[config.mk]
export PLATFORM = sky130hd
export DESIGN_NAME = multi_channel_led_blinker
export DESIGN_NICKNAME = d
export VERILOG_FILES = /design/src/sv/mclb_pkg.sv /design/src/sv/mclb_unit.sv /design/src/sv/multi_channel_led_blinker.sv
export SDC_FILE = /design/constraint.sdc
export NUM_CORES = 1
export LEC_CHECK = 0
export BUFFER_PORTS_ARGS = -buffer_cell sky130_fd_sc_hd__buf_2
export CAP_MARGIN = 20
export CORE_UTILIZATION = 50
export CTS_BUF_LIST = sky130_fd_sc_hd__clkbuf_8
export CTS_CLUSTER_DIAMETER = 60
export DETAILED_ROUTE_END_ITERATION = 7
export GPL_TIMING_DRIVEN = 0
export MAX_ROUTING_LAYER = met4
export PLACE_DENSITY = 0.7
export SKIP_CTS_REPAIR_TIMING = 1
export SYNTH_ARGS = -nofsm -noshare
export SYNTH_HDL_FRONTEND = slang
export SYNTH_SLANG_ARGS = --single-unit
export TNS_END_PERCENT = 20
[constraint.sdc]
create_clock -name clk -period 4.25 [get_ports clk]
set_input_delay 0.425 -clock clk [delete_from_list [all_inputs] [get_ports clk]]
set_output_delay 0.425 -clock clk [all_outputs]
set_load 0.02 [all_outputs]
[src/sv/mclb_pkg.sv]
package mclb_pkg;

  // Field widths fixed by the item format
  localparam int unsigned OPCODE_W = 3;
  localparam int unsigned UNIT_W   = 2;
  localparam int unsigned MS_W     = 16;
  localparam int unsigned STEP_W   = 10;
  localparam int unsigned MASK_W   = 3;

  // Unit count limits; unit indexes compare at a width that holds the largest
  localparam int unsigned NUM_UNITS_DEF = 3;
  localparam int unsigned UNIT_IDX_W    = 5;

  localparam logic [STEP_W-1:0] TICK_STEP_RST = 10'd10;

  typedef enum logic [OPCODE_W-1:0] {
    OP_TICK       = 3'd0,
    OP_SET_FIXED  = 3'd1,
    OP_SET_BLINK  = 3'd2,
    OP_SET_COUNT  = 3'd3,
    OP_CLEAR_UNIT = 3'd4,
    OP_CLEAR_ALL  = 3'd5
  } opcode_t;

  // Per-unit command decoded from one item
  typedef struct packed {
    logic fire;        // the item is processed this cycle
    logic tick;        // advance the blink timer
    logic set;         // clear, then turn on
    logic blink;       // set loads the toggle period
    logic count_mode;  // set loads the toggle count
    logic clear;       // clear the unit
  } unit_cmd_t;

endpackage

[src/sv/mclb_unit.sv]
module mclb_unit (
  input  logic                       clk,
  input  logic                       rst,
  input  mclb_pkg::unit_cmd_t        cmd,
  input  logic [mclb_pkg::STEP_W-1:0] tick_step,
  input  logic [mclb_pkg::MS_W-1:0]  delay,
  input  logic [mclb_pkg::MS_W-1:0]  count,
  output logic                       led_next
);
  import mclb_pkg::*;

  logic            blink_on, blink_on_next;
  logic            count_on, count_on_next;
  logic            led_level;
  logic [MS_W-1:0] toggle_period, toggle_period_next;
  logic [MS_W-1:0] elapsed_ms, elapsed_ms_next;
  logic [MS_W-1:0] toggles_left, toggles_left_next;

  logic [MS_W:0]   sum;
  logic [MS_W-1:0] elapsed_sat;
  logic [MS_W-1:0] toggles_dec;

  // Saturating timer advance and wrapping count decrement
  assign sum         = {1'b0, elapsed_ms} + {{(MS_W + 1 - STEP_W){1'b0}}, tick_step};
  assign elapsed_sat = sum[MS_W] ? {MS_W{1'b1}} : sum[MS_W-1:0];
  assign toggles_dec = toggles_left - {{(MS_W-1){1'b0}}, 1'b1};

  // Next state for this unit
  always_comb begin
    blink_on_next      = blink_on;
    count_on_next      = count_on;
    led_next           = led_level;
    toggle_period_next = toggle_period;
    elapsed_ms_next    = elapsed_ms;
    toggles_left_next  = toggles_left;
    if (cmd.fire) begin
      if (cmd.clear) begin
        blink_on_next      = 1'b0;
        count_on_next      = 1'b0;
        led_next           = 1'b0;
        toggle_period_next = '0;
        elapsed_ms_next    = '0;
        toggles_left_next  = '0;
      end else if (cmd.set) begin
        blink_on_next      = cmd.blink;
        count_on_next      = cmd.count_mode;
        led_next           = 1'b1;
        toggle_period_next = cmd.blink ? delay : '0;
        elapsed_ms_next    = '0;
        toggles_left_next  = cmd.count_mode ? count : '0;
      end else if (cmd.tick && blink_on) begin
        if (elapsed_sat >= toggle_period) begin
          elapsed_ms_next = '0;
          led_next        = ~led_level;
          if (count_on) begin
            toggles_left_next = toggles_dec;
            // Stop with the LED off once the last toggle is spent
            if (toggles_dec == '0) begin
              blink_on_next = 1'b0;
              count_on_next = 1'b0;
              led_next      = 1'b0;
            end
          end
        end else begin
          elapsed_ms_next = elapsed_sat;
        end
      end
    end
  end

  // Hold unit state
  always_ff @(posedge clk) begin
    if (rst) begin
      blink_on      <= 1'b0;
      count_on      <= 1'b0;
      led_level     <= 1'b0;
      toggle_period <= '0;
      elapsed_ms    <= '0;
      toggles_left  <= '0;
    end else begin
      blink_on      <= blink_on_next;
      count_on      <= count_on_next;
      led_level     <= led_next;
      toggle_period <= toggle_period_next;
      elapsed_ms    <= elapsed_ms_next;
      toggles_left  <= toggles_left_next;
    end
  end

endmodule

[src/sv/multi_channel_led_blinker.sv]
// Channel  | Signals                                            | Direction
// ---------+----------------------------------------------------+----------
// input    | in_valid, in_ready, opcode, unit, blink_delay,      | in
//          | repeat_count                                       |
// result   | out_valid, out_ready, led_mask                     | out
// config   | cfg_valid, cfg_ready, tick_step_ms                 | in
//
// One item is accepted per cycle while in_ready is high; its led_mask is
// loaded from the input register into the result register when that has room.
// Reset (rst, synchronous) turns all LEDs off and loads a 10 ms tick step.
// When out_ready is low the result register holds, the input register takes
// one more item, and in_ready then drops until the result is taken.
module multi_channel_led_blinker #(
  parameter int unsigned NUM_UNITS = mclb_pkg::NUM_UNITS_DEF
) (
  input  logic                           clk,
  input  logic                           rst,
  input  logic                           in_valid,
  output logic                           in_ready,
  input  logic [mclb_pkg::OPCODE_W-1:0]  opcode,
  input  logic [mclb_pkg::UNIT_W-1:0]    unit,
  input  logic [mclb_pkg::MS_W-1:0]      blink_delay,
  input  logic [mclb_pkg::MS_W-1:0]      repeat_count,
  output logic                           out_valid,
  input  logic                           out_ready,
  output logic [mclb_pkg::MASK_W-1:0]    led_mask,
  input  logic                           cfg_valid,
  output logic                           cfg_ready,
  input  logic [mclb_pkg::STEP_W-1:0]    tick_step_ms
);
  import mclb_pkg::*;

  logic [STEP_W-1:0]   tick_step;
  logic                s1_valid;
  logic [OPCODE_W-1:0] s1_opcode;
  logic [UNIT_W-1:0]   s1_unit;
  logic [MS_W-1:0]     s1_delay;
  logic [MS_W-1:0]     s1_count;
  logic                s1_advance;
  logic [NUM_UNITS-1:0] led_next;
  logic [MASK_W-1:0]   mask_next;

  // Take configuration writes at any time
  assign cfg_ready = 1'b1;

  always_ff @(posedge clk) begin
    if (rst) begin
      tick_step <= TICK_STEP_RST;
    end else if (cfg_valid) begin
      tick_step <= tick_step_ms;
    end
  end

  // Advance the input register into the result register when it has room
  assign s1_advance = s1_valid && (!out_valid || out_ready);
  assign in_ready   = !s1_valid || s1_advance;

  always_ff @(posedge clk) begin
    if (rst) begin
      s1_valid <= 1'b0;
    end else if (in_ready) begin
      s1_valid <= in_valid;
    end
  end

  always_ff @(posedge clk) begin
    if (in_valid && in_ready) begin
      s1_opcode <= opcode;
      s1_unit   <= unit;
      s1_delay  <= blink_delay;
      s1_count  <= repeat_count;
    end
  end

  // Decode the item for each unit and update them in parallel
  for (genvar i = 0; i < NUM_UNITS; i++) begin : g_unit
    localparam logic [UNIT_IDX_W-1:0] UNIT_IDX = UNIT_IDX_W'(i);
    logic      hit;
    unit_cmd_t cmd;

    assign hit = ({{(UNIT_IDX_W - UNIT_W){1'b0}}, s1_unit} == UNIT_IDX);

    assign cmd.fire       = s1_advance;
    assign cmd.tick       = (s1_opcode == OP_TICK);
    assign cmd.set        = hit && ((s1_opcode == OP_SET_FIXED) ||
                                    (s1_opcode == OP_SET_BLINK) ||
                                    (s1_opcode == OP_SET_COUNT));
    assign cmd.blink      = (s1_opcode == OP_SET_BLINK) || (s1_opcode == OP_SET_COUNT);
    assign cmd.count_mode = (s1_opcode == OP_SET_COUNT);
    assign cmd.clear      = (hit && (s1_opcode == OP_CLEAR_UNIT)) ||
                            (s1_opcode == OP_CLEAR_ALL);

    mclb_unit u_unit (
      .clk       (clk),
      .rst       (rst),
      .cmd       (cmd),
      .tick_step (tick_step),
      .delay     (s1_delay),
      .count     (s1_count),
      .led_next  (led_next[i])
    );
  end

  // Show only the units that fit in the mask
  for (genvar b = 0; b < MASK_W; b++) begin : g_mask
    if (b < NUM_UNITS) begin : g_on
      assign mask_next[b] = led_next[b];
    end else begin : g_off
      assign mask_next[b] = 1'b0;
    end
  end

  // Result register: hold until taken
  always_ff @(posedge clk) begin
    if (rst) begin
      out_valid <= 1'b0;
    end else if (s1_advance) begin
      out_valid <= 1'b1;
    end else if (out_ready) begin
      out_valid <= 1'b0;
    end
  end

  always_ff @(posedge clk) begin
    if (s1_advance) begin
      led_mask <= mask_next;
    end
  end

endmodule
After elaboration in Yosys (flattened, before gate mapping) --
Cells that the tools add are included.
Storage, ports and cells: bits in registers 205, output and inout bits 6, word-level logic and storage cells 199
Operators by class: add/subtract/negate cells 6, $lt $le $gt $ge 3, eq/ne operators 7, mux-type cells 97, bitwise gates (word level) 3, reductions and logical operators 57
Operator list (number):
- 2-to-1 mux 16 bit | 38
- 2-to-1 mux 1 bit | 59
- adder 16 x 10 -> 17 bit | 3
- greater-or-equal comparator 16 bit | 3
- zero test 16 bit | 3
- subtractor 16 x 1 -> 16 bit, second input constant | 3
- nonzero test 3 bit | 12
- AND reduction 5 bit | 3
- AND reduction 2 bit | 6
- AND reduction 4 bit | 3
- logical AND 1 bit | 11
- AND reduction 3 bit | 3
- logical OR 1 bit | 8
- nonzero test 2 bit | 4
- == test 3 x 2 -> 1 bit, second input constant | 2
- == test 3 bit, second input constant | 2
- == test 3 x 1 -> 1 bit, second input constant | 1
- zero test 3 bit | 1
- NOT 1 bit | 3
- == test 2 x 1 -> 1 bit, second input constant | 1
- == test 2 bit, second input constant | 1
- zero test 1 bit | 2
- zero test 2 bit | 1

Logic depth before layout (Yosys ltp) --
depth after elaboration 9, gate-level depth with buffers 19, mapped depth without buffers 17

Cells and area by module --
A second synthesis with hierarchy kept.
Unflattened totals: cells, all modules 1475, area, all modules 12479.5 um^2
Modules (own cells, without submodules):
- mclb_unit at g_unit[0].u_unit ... | instances 2, cells an instance 461, area an instance 3577.2 um^2, sequential area each 1021.0 um^2
- mclb_unit at g_unit[2].u_unit | instances 1, cells an instance 454, area an instance 3589.7 um^2, sequential area each 1021.0 um^2
- multi_channel_led_blinker | instances 1, cells an instance 99, area an instance 1735.4 um^2, sequential area each 1441.4 um^2

Worst setup path before layout --
OpenSTA, ideal clock, no wires.
path type register to register, from register tick_step[0], to register g_unit[1].u_unit.toggles_left[12], arrival 4279 ps, setup slack -100 ps, stages on the path, launching flop included 19, clock period less this slack 4350 ps, cells stage by stage dfxtp_1 ha_1 fa_1 a21o_1 a21oi_1 o21ai_0 a41o_1 nand3_1 clkbuf_1 nand2_1 ha_1 and3_1 or4b_1 a21oi_2 a211oi_4 nor3_4 buf_4 o2111ai_1 a21oi_1
Between the ends: word-level cells in the longest chain between the ends 5
RTL lines:
- start: declaration | RTL line multi_channel_led_blinker.sv:33 | logic [STEP_W-1:0] tick_step;
- start signal: assignment | RTL line multi_channel_led_blinker.sv:50 | tick_step <= tick_step_ms;
- adder 16 x 10 -> 17 bit | RTL line mclb_unit.sv:24 | assign sum = {1'b0, elapsed_ms} + {{(MS_W + 1 - STEP_W){1'b0}}, tick_step};
- 2-to-1 mux 16 bit | RTL line mclb_unit.sv:25 | assign elapsed_sat = sum[MS_W] ? {MS_W{1'b1}} : sum[MS_W-1:0];
- greater-or-equal comparator 16 bit | RTL line mclb_unit.sv:52 | if (elapsed_sat >= toggle_period) begin
- nonzero test 3 bit (no line)
- AND reduction 4 bit (no line)
- end signal: assignment | RTL line mclb_unit.sv:86 | toggles_left <= toggles_left_next;
- end: declaration | RTL line mclb_unit.sv:17 | logic [MS_W-1:0] toggles_left, toggles_left_next;
No other way between the ends. A chain may end at the register's enable or synchronous reset.

Worst setup path in the final report --
from register tick_step[0], to register g_unit[1].u_unit.toggles_left[15]
Same word-level chain as after synthesis.

==> results_dict.tcl <==
set metrics [dict create \
    die_h_um 161 \
    drtIter0Drc 1479 \
    arrival_ns 4.98 \
    dpl.hpwl_mm 28.2 \
    cts_buffers 37 \
    die_w_um 161 \
    path_max_fanout 6 \
    synth.area.top_cells "dfxtp_1, edfxtp_1, ha_1" \
    placed_cell_area_um2 13300 \
    syn_to_final_growth_pct 18.8 \
    status "finished, violations left" \
    timing.final.ws_setup_ns -0.266 \
    gp_congestion 0.960 \
    synth_ff_type "dfxtp_1" \
    synth_top_area_share 0.263 \
    drv_slew 0 \
    io_buffers 55 \
    dp_cells 1875 \
    cts_tree "done" \
    stdcell_count 1975 \
    grt_max_degree 31 \
    utilization 0.610 \
    dr.pass1.iters 6 \
    clk_path_buf_depth 3 \
    cts_num_sinks 205 \
    clock_skew_ns 0.0216 \
    core_area_um2 24500 \
    stdcell_area_um2 14900 \
    hold_ws_ns 0.0527 \
    p_per_area_nw_per_um2 310 \
    yosysSeqAreaShare 0.358 \
    power_mw 4.63 \
    dieArea_um2 25800 \
    start_util 0.514 \
    wl_per_cell_um 20.1 \
    fillers 2093 \
    relSlewSlack 0.185 \
    syn_nets 1634 \
    ir_worst_vdd_mv 0.266 \
    finalSetupViolCount 36 \
    dr_total_vias 12301 \
    path_clk_slew_ns 0.06 \
    totalWireLength_mm 39.7 \
    critPathKind "reg -> reg" \
    min-delay-path-class "in -> reg" \
    final.min_clock_period_ns 4.52 \
    final_common_cell "dfxtp_1" \
    first_global_vias 11308 \
    vias_per_cell 6.23 \
    synth_area_um2 12600 \
    insertion_delay_ns 0.55 \
    yosys.cell_types.count 91 \
    ioPinCount 58 \
    grt_overflow 0 \
    fin_nets 1762 \
    root_buffer "clkbuf_8" \
    grt_pass1_wl_mm 60.3 \
    min_period_over_period 1.06 \
    worstMarginPinSlew_ns 1.21 \
    drv_cap 0 \
    worstSetupEndpointType "register" \
    drc_errors 0 \
    grt.total_usage 0.302 \
    violations "negative setup slack" \
    critPathLaunchType "register" \
    hold_viol 0 \
    num_rows 57 \
    htree_levels 2 \
    fmax_mhz 221 \
    postSynth.asyncResetShare 0 \
    synth_edf_count 40 \
    ff_latch_area_um2 4520 \
    antenna_left 0 \
    most-common-layout-cells "dfxtp_1, nor2_1, nand2_1" \
    crit_required_ns 4.71 \
    antenna_cells 0 \
    drive_above_1_share 0.179 \
    multi_input_area_um2 7960 \
    post_synth.cell_area_avg_um2 8.41 \
    rsz0062_at_grt "true" \
    yosysWarnings 0 \
    antenna_found_initial 0 \
    yosys.area.top_type "dfxtp_1" \
    synth-seq-cells 205 \
    syn-instance-count 1495 \
    p_leak_nw 5.69 \
]
## layer usage
layer | global-route usage | wire [um] | vias up
met5 | - | 0 | -
met4 | 0.0870 | 949 | 0
met3 | 0.0377 | 3150 | 85
met2 | 0.462 | 18000 | 505
met1 | 0.418 | 17600 | 5939
li1 | - | - | 5772
## synthesized netlist by cell type (7+ instances only)
cell       instances
dfxtp_1          165
nor2_1           154
a21oi_1          131
nand2_1          131
ha_1              84
o21ai_0           76
inv_1             69
clkbuf_1          68
nand3_1           52
a32oi_1           50
edfxtp_1          40
nor3_1            34
xnor2_1           32
xor2_1            29
a31oi_1           25
a211oi_1          18
nand4_1           17
a32o_1            16
buf_2             14
mux2i_1           14
and3_1            13
nand2b_1          13
nor4_1            13
a21o_1            12
o21a_1            12
or2_2             11
a22o_1            10
and2_1            10
o211ai_1          10
or3_1             10
nor3b_1            9
o2111ai_1          9
or4_1              9
a21boi_0           7
nor2b_1            7
o21ai_1            7
## per-stage QoR
stage,TNS (ns),setup WS [ns]
4_1_cts,-68.82,-0.918
3_3_place_gp,-62.86,-0.841
6_report,-4.73,-0.266
2_1_floorplan,0,0.00419
5_1_grt,-12.12,-0.387
3_5_place_dp,-65.25,-0.872
## final timing paths
kind,start,endpoint,slack (ns),depth (start not counted)
min,blink_delay[12],s1_delay[12],0.05,1
max,tick_step[0],g_unit[1].u_unit.toggles_left[15],-0.27,19
min reg2reg,g_unit[2].u_unit.elapsed_ms[4],g_unit[2].u_unit.elapsed_ms[4],0.46,2
max reg2reg,tick_step[0],g_unit[1].u_unit.toggles_left[15],-0.27,19
## layout make-up
class                           instances  area share
Buffer                                 90      0.0303
Clock buffer                           41      0.0378
Clock inverter                         26     0.00964
Inverter                               69      0.0174
Multi-Input combinational cell       1131       0.533
Sequential cell                       205       0.303
Tap cell                              324      0.0272
Timing Repair Buffer                   89      0.0417
## sequential cells by signal, indices dropped and copies added, names as in the netlist, 2 cells and up
signal and cells:
s1_unit 2, g_unit.u_unit.led_level 3, s1_delay 16, g_unit.u_unit.toggles_left 48
s1_count 16, tick_step 10, g_unit.u_unit.count_on 3, g_unit.u_unit.blink_on 3
g_unit.u_unit.toggle_period 48, s1_opcode 3, led_mask 3, g_unit.u_unit.elapsed_ms 48
## power by group
part	leakage, nW	internal (mW)	switching [mW]
clock network	0.408	0.955	0.881
logic	3.56	0.266	0.434
registers	1.72	2.03	0.0640
## kinds of logic after synthesis
kind of cell / Yosys count / synth area share
buffers and inverters: 160 / 0.0519
other: 1 / 0.000298
AOI/OAI and AO/OA: 442 / 0.238
and+or+nand+nor: 520 / 0.205
xor gates and xnor gates: 61 / 0.0425
DFF: 205 / 0.358
muxes: 19 / 0.0156
adders and majority gates: 87 / 0.0884
## critical path, stage by stage, from the launching register on
cell	delay, ns
dfxtp_4	0.39
ha_4	0.18
fa_2	0.35
a21o_1	0.18
a21oi_2	0.21
o21ai_2	0.13
a41o_4	0.28
and3_4	0.20
mux2_4	0.32
ha_4	0.27
nand3_2	0.05
or4b_4	0.56
a21oi_4	0.18
a211oi_4	0.11
buf_6	0.17
nor3_4	0.29
buf_12	0.17
clkbuf_16	0.15
nand3_4	0.08
a21oi_2	0.16
(Power assumes the default switching activity.)
